File: config.mk
export PLATFORM = sky130hd
export DESIGN_NAME = two_way_set_assoc_cache_lookup
export DESIGN_NICKNAME = d
export VERILOG_FILES = /design/src/hw/rtl/tsac_pkg.sv /design/src/hw/rtl/tsac_front.sv /design/src/hw/rtl/tsac_back.sv /design/src/hw/rtl/two_way_set_assoc_cache_lookup.sv
export VERILOG_INCLUDE_DIRS = /design/src /design/src/hw/rtl
export SDC_FILE = /design/constraint.sdc
export NUM_CORES = 2
export LEC_CHECK = 0
export ABC_AREA = 1
export BUFFER_PORTS_ARGS = -buffer_cell sky130_fd_sc_hd__buf_2
export CELL_PAD_IN_SITES_DETAIL_PLACEMENT = 0
export CELL_PAD_IN_SITES_GLOBAL_PLACEMENT = 1
export CORE_ASPECT_RATIO = 1.4
export CORE_UTILIZATION = 50
export CTS_CLUSTER_SIZE = 25
export DETAILED_ROUTE_END_ITERATION = 7
export PLACE_DENSITY_LB_ADDON = 0.25
export SLEW_MARGIN = 20
export SYNTH_ARGS = -nofsm -noshare
export SYNTH_HDL_FRONTEND = slang
export SYNTH_SLANG_ARGS = --single-unit
File: constraint.sdc
create_clock -name clk -period 11.3 [get_ports clk]
set_input_delay 2.26 -clock clk [delete_from_list [all_inputs] [get_ports clk]]
set_output_delay 2.26 -clock clk [all_outputs]
set_load 0.005 [all_outputs]
File: src/hw/rtl/two_way_set_assoc_cache_lookup_assert.svh
// ============================================================================
// Assertion macros for the two-way set-associative cache lookup
// Shared clocked assertion forms. Defining NO_ASSERTIONS removes them.
// ============================================================================
`ifndef TWO_WAY_SET_ASSOC_CACHE_LOOKUP_ASSERT_SVH
`define TWO_WAY_SET_ASSOC_CACHE_LOOKUP_ASSERT_SVH

`ifndef NO_ASSERTIONS

`define TSAC_ASSERT(lbl, prop, msg) \
    lbl: assert property (@(posedge clk) disable iff (!rst_n) prop) else $error(msg);

`define TSAC_NEVER(lbl, cond, msg) \
    lbl: assert property (@(posedge clk) disable iff (!rst_n) !(cond)) else $error(msg);

`else

`define TSAC_ASSERT(lbl, prop, msg)

`define TSAC_NEVER(lbl, cond, msg)

`endif

`endif

File: src/hw/rtl/tsac_pkg.sv
// ============================================================================
// tsac_pkg
// Types and fixed constants shared by the cache lookup modules.
// ============================================================================
package tsac_pkg;

    localparam int ADDR_W = 14;
    localparam int CNT_W  = 32;

    localparam logic [CNT_W-1:0] CNT_MAX = {CNT_W{1'b1}};

    typedef enum logic [2:0] {
        ST_CLEAR = 3'b001,
        ST_IDLE  = 3'b010,
        ST_LOOK  = 3'b100
    } back_state_t;

endpackage

File: src/hw/rtl/tsac_front.sv
// ============================================================================
// tsac_front
// Splits each accepted address into set index and tag and queues the pair
// for the lookup engine in a two-entry queue.
// ============================================================================
module tsac_front
    import tsac_pkg::*;
#(
    parameter int SETS        = 128,
    parameter int TAG_BITS    = 5,
    parameter int OFFSET_BITS = 2,
    parameter int IDX_W       = $clog2(SETS)
)
(
    input  logic                clk,
    input  logic                rst_n,
    input  logic                in_valid,
    output logic                in_stall,
    input  logic [ADDR_W-1:0]   address,
    output logic                q_valid,
    input  logic                q_pop,
    output logic [IDX_W-1:0]    q_set,
    output logic [TAG_BITS-1:0] q_tag
);

    localparam int QD    = 2;
    localparam int PTR_W = $clog2(QD);
    localparam int CNT_QW = $clog2(QD + 1);

    logic [IDX_W+ADDR_W-1:0]    set_wide;
    logic [TAG_BITS+ADDR_W-1:0] tag_wide;
    logic [IDX_W-1:0]           set_raw;
    logic [IDX_W-1:0]           set_mod;
    logic [TAG_BITS-1:0]        tag_cur;
    logic                       push;

    logic [IDX_W-1:0]    set_q_reg [QD];
    logic [TAG_BITS-1:0] tag_q_reg [QD];
    logic [PTR_W-1:0]    wr_ptr_reg;
    logic [PTR_W-1:0]    wr_ptr_next;
    logic [PTR_W-1:0]    rd_ptr_reg;
    logic [PTR_W-1:0]    rd_ptr_next;
    logic [CNT_QW-1:0]   count_reg;
    logic [CNT_QW-1:0]   count_next;

    always_comb
    begin
        set_wide = (IDX_W + ADDR_W)'(address) >> OFFSET_BITS;
        tag_wide = (TAG_BITS + ADDR_W)'(address) >> (OFFSET_BITS + IDX_W);
        set_raw  = set_wide[IDX_W-1:0];
        tag_cur  = tag_wide[TAG_BITS-1:0];
        if ({1'b0, set_raw} >= (IDX_W + 1)'(SETS))
        begin
            set_mod = set_raw - IDX_W'(SETS);
        end
        else
        begin
            set_mod = set_raw;
        end
    end

    assign in_stall = (count_reg == CNT_QW'(QD));
    assign push     = in_valid && !in_stall;
    assign q_valid  = (count_reg != '0);
    assign q_set    = set_q_reg[rd_ptr_reg];
    assign q_tag    = tag_q_reg[rd_ptr_reg];

    always_comb
    begin
        wr_ptr_next = wr_ptr_reg;
        rd_ptr_next = rd_ptr_reg;
        count_next  = count_reg;
        if (push)
        begin
            wr_ptr_next = (wr_ptr_reg == PTR_W'(QD - 1)) ? '0 : wr_ptr_reg + 1'b1;
        end
        if (q_pop)
        begin
            rd_ptr_next = (rd_ptr_reg == PTR_W'(QD - 1)) ? '0 : rd_ptr_reg + 1'b1;
        end
        if (push && !q_pop)
        begin
            count_next = count_reg + 1'b1;
        end
        else if (!push && q_pop)
        begin
            count_next = count_reg - 1'b1;
        end
    end

    always_ff @(posedge clk or negedge rst_n)
    begin
        if (!rst_n)
        begin
            wr_ptr_reg <= '0;
            rd_ptr_reg <= '0;
            count_reg  <= '0;
        end
        else
        begin
            wr_ptr_reg <= wr_ptr_next;
            rd_ptr_reg <= rd_ptr_next;
            count_reg  <= count_next;
        end
    end

    always_ff @(posedge clk)
    begin
        if (push)
        begin
            set_q_reg[wr_ptr_reg] <= set_mod;
            tag_q_reg[wr_ptr_reg] <= tag_cur;
        end
    end

endmodule

File: src/hw/rtl/tsac_back.sv
// ============================================================================
// tsac_back
// Lookup engine: reads a set row from the tag memory, compares both ways,
// refills on a miss, keeps the saturating counters and holds the result.
// ============================================================================
`include "two_way_set_assoc_cache_lookup_assert.svh"

module tsac_back
    import tsac_pkg::*;
#(
    parameter int SETS     = 128,
    parameter int TAG_BITS = 5,
    parameter int IDX_W    = $clog2(SETS)
)
(
    input  logic                clk,
    input  logic                rst_n,
    input  logic                q_valid,
    output logic                q_pop,
    input  logic [IDX_W-1:0]    q_set,
    input  logic [TAG_BITS-1:0] q_tag,
    output logic                out_valid,
    input  logic                out_stall,
    output logic                hit,
    output logic                way,
    output logic [CNT_W-1:0]    hit_total,
    output logic [CNT_W-1:0]    miss_total
);

    localparam int ROW_W  = 2 * TAG_BITS + 3;
    localparam int T0_LO  = 0;
    localparam int T1_LO  = TAG_BITS;
    localparam int V0_BIT = 2 * TAG_BITS;
    localparam int V1_BIT = 2 * TAG_BITS + 1;
    localparam int VC_BIT = 2 * TAG_BITS + 2;

    logic [ROW_W-1:0] mem [SETS];
    logic [ROW_W-1:0] rdata_reg;
    logic             rd_en;
    logic             wr_en;
    logic [IDX_W-1:0] wr_addr;
    logic [ROW_W-1:0] wr_data;

    back_state_t         state_reg;
    back_state_t         state_next;
    logic [IDX_W-1:0]    clr_cnt_reg;
    logic [IDX_W-1:0]    clr_cnt_next;
    logic [IDX_W-1:0]    set_reg;
    logic [TAG_BITS-1:0] tag_reg;

    logic [CNT_W-1:0] hit_cnt_reg;
    logic [CNT_W-1:0] hit_cnt_next;
    logic [CNT_W-1:0] miss_cnt_reg;
    logic [CNT_W-1:0] miss_cnt_next;
    logic             out_valid_reg;
    logic             out_valid_next;
    logic             out_hit_reg;
    logic             out_way_reg;

    logic                v0;
    logic                v1;
    logic [TAG_BITS-1:0] t0;
    logic [TAG_BITS-1:0] t1;
    logic                hit0;
    logic                hit1;
    logic                lk_hit;
    logic                lk_way;
    logic                fire;
    logic [ROW_W-1:0]    fill_row;

    always_comb
    begin
        v0     = rdata_reg[V0_BIT];
        v1     = rdata_reg[V1_BIT];
        t0     = rdata_reg[T0_LO +: TAG_BITS];
        t1     = rdata_reg[T1_LO +: TAG_BITS];
        hit0   = v0 && (t0 == tag_reg);
        hit1   = v1 && (t1 == tag_reg);
        lk_hit = hit0 || hit1;
        if (hit0)
        begin
            lk_way = 1'b0;
        end
        else if (hit1)
        begin
            lk_way = 1'b1;
        end
        else if (v0 && v1)
        begin
            lk_way = rdata_reg[VC_BIT];
        end
        else
        begin
            lk_way = v0;
        end
        fill_row         = rdata_reg;
        fill_row[VC_BIT] = !lk_way;
        if (lk_way)
        begin
            fill_row[T1_LO +: TAG_BITS] = tag_reg;
            fill_row[V1_BIT]            = 1'b1;
        end
        else
        begin
            fill_row[T0_LO +: TAG_BITS] = tag_reg;
            fill_row[V0_BIT]            = 1'b1;
        end
    end

    assign q_pop = (state_reg == ST_IDLE) && q_valid;
    assign rd_en = q_pop;
    assign fire  = (state_reg == ST_LOOK) && (!out_valid_reg || !out_stall);

    always_comb
    begin
        state_next     = state_reg;
        clr_cnt_next   = clr_cnt_reg;
        hit_cnt_next   = hit_cnt_reg;
        miss_cnt_next  = miss_cnt_reg;
        out_valid_next = out_valid_reg && out_stall;
        wr_en          = 1'b0;
        wr_addr        = set_reg;
        wr_data        = fill_row;
        unique case (state_reg)
            ST_CLEAR:
            begin
                wr_en        = 1'b1;
                wr_addr      = clr_cnt_reg;
                wr_data      = '0;
                clr_cnt_next = clr_cnt_reg + 1'b1;
                if (clr_cnt_reg == IDX_W'(SETS - 1))
                begin
                    state_next = ST_IDLE;
                end
            end
            ST_IDLE:
            begin
                if (q_valid)
                begin
                    state_next = ST_LOOK;
                end
            end
            ST_LOOK:
            begin
                if (fire)
                begin
                    state_next     = ST_IDLE;
                    out_valid_next = 1'b1;
                    if (lk_hit)
                    begin
                        if (hit_cnt_reg != CNT_MAX)
                        begin
                            hit_cnt_next = hit_cnt_reg + 1'b1;
                        end
                    end
                    else
                    begin
                        wr_en = 1'b1;
                        if (miss_cnt_reg != CNT_MAX)
                        begin
                            miss_cnt_next = miss_cnt_reg + 1'b1;
                        end
                    end
                end
            end
            default:
            begin
                state_next = ST_CLEAR;
            end
        endcase
    end

    always_ff @(posedge clk or negedge rst_n)
    begin
        if (!rst_n)
        begin
            state_reg     <= ST_CLEAR;
            clr_cnt_reg   <= '0;
            hit_cnt_reg   <= '0;
            miss_cnt_reg  <= '0;
            out_valid_reg <= 1'b0;
        end
        else
        begin
            state_reg     <= state_next;
            clr_cnt_reg   <= clr_cnt_next;
            hit_cnt_reg   <= hit_cnt_next;
            miss_cnt_reg  <= miss_cnt_next;
            out_valid_reg <= out_valid_next;
        end
    end

    always_ff @(posedge clk)
    begin
        if (q_pop)
        begin
            set_reg <= q_set;
            tag_reg <= q_tag;
        end
        if (fire)
        begin
            out_hit_reg <= lk_hit;
            out_way_reg <= lk_way;
        end
    end

    always_ff @(posedge clk)
    begin
        if (rd_en)
        begin
            rdata_reg <= mem[q_set];
        end
    end

    always_ff @(posedge clk)
    begin
        if (wr_en)
        begin
            mem[wr_addr] <= wr_data;
        end
    end

    assign out_valid  = out_valid_reg;
    assign hit        = out_hit_reg;
    assign way        = out_way_reg;
    assign hit_total  = hit_cnt_reg;
    assign miss_total = miss_cnt_reg;

    `TSAC_NEVER(a_pop_during_clear, (state_reg == ST_CLEAR) && q_pop, "Queue popped during clear.")
    `TSAC_ASSERT(a_miss_writes, (fire && !lk_hit) |-> wr_en, "Miss did not refill a way.")
    `TSAC_ASSERT(a_fill_way0_first, (fire && !lk_hit && !v0) |-> !lk_way, "Invalid way 0 skipped.")
    `TSAC_ASSERT(a_one_count_step, (hit_cnt_reg != $past(hit_cnt_reg)) |-> (miss_cnt_reg == $past(miss_cnt_reg)), "Hit and miss counts advanced together.")

endmodule

File: src/hw/rtl/two_way_set_assoc_cache_lookup.sv
// ============================================================================
// two_way_set_assoc_cache_lookup
// Tag store of a two-way set-associative cache with FIFO replacement.
// ============================================================================
// The input channel (in_valid, in_stall, address) carries one address per
// transaction. The output channel (out_valid, out_stall, hit, way, hit_total,
// miss_total) returns exactly one result per address, in order.
// An accepted address is written into a two-entry queue at the accepting edge.
// The lookup engine then first reads the set row of each address from the
// single-port tag memory, then compares both ways, refills on a miss and
// loads the result register. It takes no new address from the queue until
// it is through with the last one, because of the read-modify-write of
// that memory.
// After reset the engine clears the valid bits of all SETS rows, one row a
// cycle, so no result comes before the clear is done; addresses are still
// taken until the queue is full. Counters reset to zero.
// While out_stall is high a result that is shown holds, the engine waits with
// its next row, and in_stall rises once the queue is full.
// ============================================================================
module two_way_set_assoc_cache_lookup
    import tsac_pkg::*;
#(
    parameter int SETS        = 128,
    parameter int TAG_BITS    = 5,
    parameter int OFFSET_BITS = 2
)
(
    input  logic              clk,
    input  logic              rst_n,
    input  logic              in_valid,
    output logic              in_stall,
    input  logic [ADDR_W-1:0] address,
    output logic              out_valid,
    input  logic              out_stall,
    output logic              hit,
    output logic              way,
    output logic [CNT_W-1:0]  hit_total,
    output logic [CNT_W-1:0]  miss_total
);

    localparam int IDX_W = $clog2(SETS);

    logic                q_valid;
    logic                q_pop;
    logic [IDX_W-1:0]    q_set;
    logic [TAG_BITS-1:0] q_tag;

    tsac_front #(
        .SETS        (SETS),
        .TAG_BITS    (TAG_BITS),
        .OFFSET_BITS (OFFSET_BITS),
        .IDX_W       (IDX_W)
    ) u_front (
        .clk      (clk),
        .rst_n    (rst_n),
        .in_valid (in_valid),
        .in_stall (in_stall),
        .address  (address),
        .q_valid  (q_valid),
        .q_pop    (q_pop),
        .q_set    (q_set),
        .q_tag    (q_tag)
    );

    tsac_back #(
        .SETS     (SETS),
        .TAG_BITS (TAG_BITS),
        .IDX_W    (IDX_W)
    ) u_back (
        .clk        (clk),
        .rst_n      (rst_n),
        .q_valid    (q_valid),
        .q_pop      (q_pop),
        .q_set      (q_set),
        .q_tag      (q_tag),
        .out_valid  (out_valid),
        .out_stall  (out_stall),
        .hit        (hit),
        .way        (way),
        .hit_total  (hit_total),
        .miss_total (miss_total)
    );

endmodule

Yosys cells after proc, flatten, opt, wreduce, memory -nomap -nowiden --
Memories as Yosys holds them, arrays and structs flattened. A register that Yosys moved wholly into a read port is not among the register bits. Index checks and enable logic that the tools add are counted.
Word-level totals: register bits after elaboration 88, latch bits 0, RAM bits 1688, ROM bits 0, input port bits 18, word-level logic and storage cells 82, memories kept 3
Memory list:
- u_back.mem | words 128, bits a word 13, rd ports 1, clocked after Yosys merged registers in 1, write ports 1, RTL line tsac_back.sv:37 | logic [ROW_W-1:0] mem [SETS];
- u_front.set_q_reg | words 2, bits a word 7, rd ports 1, clocked after Yosys merged registers in 0, write ports 1, RTL line tsac_front.sv:37 | logic [IDX_W-1:0] set_q_reg [QD];
- u_front.tag_q_reg | words 2, bits a word 5, rd ports 1, clocked after Yosys merged registers in 1, write ports 1, RTL line tsac_front.sv:38 | logic [TAG_BITS-1:0] tag_q_reg [QD];
Cells by class: $add $sub $neg 7, $mul 0, div/mod/pow operators 0, order comparisons 0, equal/unequal tests 12, shifts and indexed selects 0, muxes and demuxes 26, bitwise operators 1, reductions and logical operators 22
Operators with widths (number):
- 32-bit by 1-bit adder with 32-bit output (second input constant) | 2
- 32-bit inequality test (second input constant) | 2
- 1-bit 2-to-1 mux | 15
- 13-bit 2-to-1 mux | 1
- 5-bit equality test | 2
- 5-bit 2-to-1 mux | 2
- 1-bit logical AND | 9
- 3-bit 2-to-1 mux | 3
- 3-bit one-hot mux with 3 select lines | 1
- 4-bit AND reduction | 2
- 7-bit by 1-bit adder with 7-bit output (second input constant) | 1
- 7-bit equality test (second input constant) | 1
- 7-bit 2-to-1 mux | 1
- 1-bit logical NOT | 6
- 2-bit by 1-bit inequality test with 1-bit output (second input constant) | 3
- 2-bit 2-to-1 mux | 2
- 2-bit nonzero test | 2
- 3-bit by 1-bit equality test with 1-bit output (second input constant) | 1
- 3-bit by 2-bit equality test with 1-bit output (second input constant) | 1
- 3-bit equality test (second input constant) | 1
- 3-bit AND reduction | 1
- 1-bit adder (second input constant) | 2
- 2-bit by 1-bit adder with 2-bit output (second input constant) | 1
- 2-bit equality test (second input constant) | 1
- other kinds (4) | 5

Logic depth before layout (Yosys ltp) --
word-level depth 8, depth in mapped cells 15, mapped depth without buffers 13

Cells and area by module --
A second synthesis with hierarchy kept.
Unflattened totals: cell total of the unflattened synthesis 6474, area total of the unflattened synthesis 74156.1 um^2
By module, submodules not included:
- tsac_back | times used 1, cells each 6408, area each 73037.5 um^2, seq. area each 52656.8 um^2
- tsac_front | times used 1, cells each 66, area each 1118.6 um^2, seq. area each 820.8 um^2

Least setup slack after synthesis --
No wires, ideal clock.
path type flip-flop to flip-flop, start reg u_back.tag_reg[1], read port of u_front.tag_q_reg, end mem u_back.mem[0][0] in the netlist's numbering, data pin, setup time 892 ps, arrival time 4674 ps, required time 10408 ps, slack 5734 ps, cell stages (with the launch flop) 9, path through edfxtp_1 > inv_1 > nor2_1 > nor3_1 > nand4_1 > nand2_1 > nand2_1 > clkbuf_1 > a21oi_1
Between the ends: cells in the longest elaborated chain, start to end 6, elaborated cells on any way between the ends 8, classes of those cells eq/ne: 2; mux: 4; reduce/logical: 2
RTL lines:
- start: declaration | RTL line tsac_back.sv:49 | logic [TAG_BITS-1:0] tag_reg;
- 5-bit equality test | RTL line tsac_back.sv:78 | hit1 = v1 && (t1 == tag_reg);
- 1-bit logical AND | RTL line tsac_back.sv:78
- 1-bit 2-to-1 mux | RTL line tsac_back.sv:84 | else if (hit1)
- 1-bit 2-to-1 mux (*) | RTL line tsac_back.sv:80 | if (hit0)
- 5-bit 2-to-1 mux (*) | RTL line tsac_back.sv:98 | if (lk_way)
- 13-bit 2-to-1 mux (*) | RTL line tsac_back.sv:124 | unique case (state_reg)
- via u_back.wr_data[0] | RTL line tsac_back.sv:42 | logic [ROW_W-1:0] wr_data;
- end: declaration | RTL line tsac_back.sv:37
Mark *: on every way through the listed nets, which the timed path passes. The rest lies on a longest branch.

Worst setup path after layout --
start reg u_front.rd_ptr_reg, end reg u_back.rdata_reg[5], read port of u_back.mem, data pin
Between the ends: cells in the longest elaborated chain, start to end 1
RTL lines:
- start: declaration | RTL line tsac_front.sv:41 | logic [PTR_W-1:0] rd_ptr_reg;
- start signal: assignment | RTL line tsac_front.sv:102 | rd_ptr_reg <= rd_ptr_next;
- memory read 2 x 7 bit
- end: declaration | RTL line tsac_back.sv:38 | logic [ROW_W-1:0] rdata_reg;
No other way between the ends. A chain may end at the register's enable or synchronous reset.

==> out/metrics.yaml <==
pwr:
  total_power_mw: 17.8
  vdd_drop_max_v: 0.000174
  leakage_nw: 37.7
  p_per_area_nw_per_um2: 201
sta:
  min_period_ns: 5.59
  rsz0062_at_grt: "false"
  drv_slew: 0
  max_slew_margin: 0.218
  setup_tns_ns: 0
  setup_violations: 0
  period_share: 0.495
  tightest_slew_ns: 1.16
  max_freq_mhz: 179
  final.setup.worst_slack_ns: 5.71
  finalHoldViolations: 0
  fin_skew_ns: 0.0375
cells_and_area:
  regArea_um2: 53500
  syn_to_final_growth_pct: 10.8
  multiInputGateArea_um2: 19000
  top_register: "u_back.mem"
  final_cells: 10100
  largest_reg_flops: 1664
  drive_above_1_share: 0.0724
  nFillCells: 13400
  fin_nets: 7923
clock_tree:
  h-tree-depth: 4
  holdBufCountCts: 0
  clk_latency_ns: 0.83
  postCtsSetupBuffers: 0
  ctsResizeCount: 0
  numCtsBuffers: 173
  cts_tree: "built"
  clock_sinks: 1794
  cts.path.max_buffers: 3
  root_buffer: "clkbuf_16"
  cts.clk_slew.worst_paths_ns: 0.06
global_route:
  grt_pass1_wl_um: 322000
  grt_max_degree: 179
  grt_pass1_vias: 51700
  grt_overflow: 0
  grt_usage: 0.267
  antenna_found_initial: 4
setup_path:
  arrival_ns: 6.16
  end_kind: "flop"
  required_ns: 11.87
  start_kind: "flop"
  crit_type: "reg -> reg"
  slowest_delay_ns: 0.91
  worst_path_max_delay_cell: "nand2_4"
  worstPathCellList: "buf_4, inv_2, nand2_1, nand2_4, buf_12, buf_4, nand2_1, nand3_1, nand3_1, nand3_1, nand3_1, nand3_1, nand2_1, nand2_1, nand2_1"
  crit_path_max_fanout: 149
yosys:
  netlist_area_um2: 79900
  synth_area_per_cell_um2: 10.1
  synthesis.nets: 7899
  synth_edf_count: 1715
  synth_top_cells_by_area: "edfxtp_1, nand3_1, nand2_1, inv_1, dfrtp_1"
  synth.top_cell.area_share: 0.645
  synth-seq-cells: 1794
  synth-async-reset-ratio: 0.0440
  ys_types: 33
  synth_warnings: 0
  synth_cells: 7877
  ys.flop_type: "edfxtp_1"
  synth_seq_area_share: 0.669
  yosysTopAreaCell: "edfxtp_1"
detailed_routing:
  wl_per_cell_um: 21.3
  first_iter_violations: 5165
  postRouteWirelength_um: 216000
  post-route-drc-count: 0
  ant_nets: 0
  vias: 54300
  via_per_inst: 5.35
  dr.pass1.iters: 6
placed_design:
  dp_cells: 9826
  dpl.hpwl_um: 119000
  gp_congestion: 0.904
  pre_cts_ws_ns: 5.71
  port-buffer-count: 83
floorplanning:
  io_pins: 86
  core_area_um2: 159000
  die_width_um: 340
  die-area_um2: 161000
  rows: 173
  initial_utilization: 0.504
  die_h_um: 475
status:
  status: "complete, no violations"
job:
  maxCapViolCount: 0
hold_path:
  hp-class: "reg -> reg"
## logic make-up after synthesis
| kind of cell | share of synthesized area |
|---|---|
| fa+ha+maj | 0.000626 |
| xor+xnor | 0.00822 |
| simple gates | 0.222 |
| buf+inv | 0.0964 |
| compound gates | 0.00363 |
| flops | 0.669 |
## cell usage in the layout, fill, tap and decap left out, drive strengths merged, types with 2 or more instances in the layout
| cell | n |
|---|---|
| ha | 4 |
| nor4 | 10 |
| nor3 | 29 |
| clkinvlp | 11 |
| a21oi | 6 |
| inv | 1546 |
| nand3 | 1717 |
| buf | 259 |
| edfxtp | 1715 |
| nor2 | 246 |
| nand4 | 20 |
| nor3b | 2 |
| xnor2 | 21 |
| bufinv | 23 |
| xor2 | 54 |
| nand2 | 1864 |
| clkbuf | 211 |
| o21ai | 45 |
| or2 | 8 |
| nand3b | 105 |
| diode | 2 |
| dfrtp | 78 |
| clkinv | 63 |
## cell usage after synthesis (6+ instances only)
library cell  count
o21ai_0          39
xor2_1           54
nand3_1        1716
buf_4            18
nand2_1        1863
inv_1          1532
nor4_1           10
nand3b_1        105
xnor2_1          21
buf_2           253
nor2_1          246
a21oi_1           6
buf_1            35
inv_2             6
nor3_1           28
nand4_1          20
dfrtp_1          78
edfxtp_1       1715
clkbuf_1        104
## critical path, delay by kind of cell, from the launching register on
family,cells,cell delay [ns]
buf+inv,4,1.83
flops,1,0.37
simple gates,11,2.73
## power by group
| part | switching [mW] | internal, mW |
|---|---|---|
| clock network | 2.51 | 3.43 |
| logic | 3.20 | 1.03 |
| registers | 0.0709 | 7.57 |
## layer usage
metal,wire length (µm),global-route usage,vias to the layer above,share of wire
met3,13900,0.0335,394,0.064
met4,8390,0.107,2,0.039
met5,13,0,-,0.000060
li1,-,-,25700,-
met1,87200,0.351,26300,0.40
met2,107000,0.450,1857,0.49
## final timing paths
kind / startpoint / endpoint / slack (ns) / cells past startpoint
min in group asynchronous: rst_n / u_back.miss_total[2] / 1.42 / 1
worst max-delay path: u_front.rd_ptr_reg / u_back.rdata_reg[5] / 5.71 / 15
max in group asynchronous: rst_n / u_back.state_reg[0] / 9.19 / 2
worst min register to register: u_back.clr_cnt_reg[6] / u_back.clr_cnt_reg[6] / 0.48 / 1
worst min-delay path: u_back.clr_cnt_reg[6] / u_back.clr_cnt_reg[6] / 0.48 / 1
worst max register to register: u_front.rd_ptr_reg / u_back.rdata_reg[5] / 5.71 / 15
## through the flow
stage / area [µm²] / hold slack (ns) / util
finish: 88500 / 0.480 / 0.558
global route: 88500 / 0.507 / 0.558
CTS: 88500 / 0.483 / 0.558
detailed placement: 82800 / 0.471 / 0.522
global placement: 82700 / 0.460 / 0.521
floorplan: 79900 / 0.445 / -
## area by class of cell
type | instances | share of cell area
clock buffer | 211 | 0.0520
timing repair buffer | 259 | 0.0216
inverter | 1539 | 0.0654
clock inverter | 104 | 0.0128
antenna | 2 | 0.0000565
sequential | 1794 | 0.604
multi-input combinational | 4134 | 0.214
tap | 2100 | 0.0297
Power figures use the tool's default switching activity.
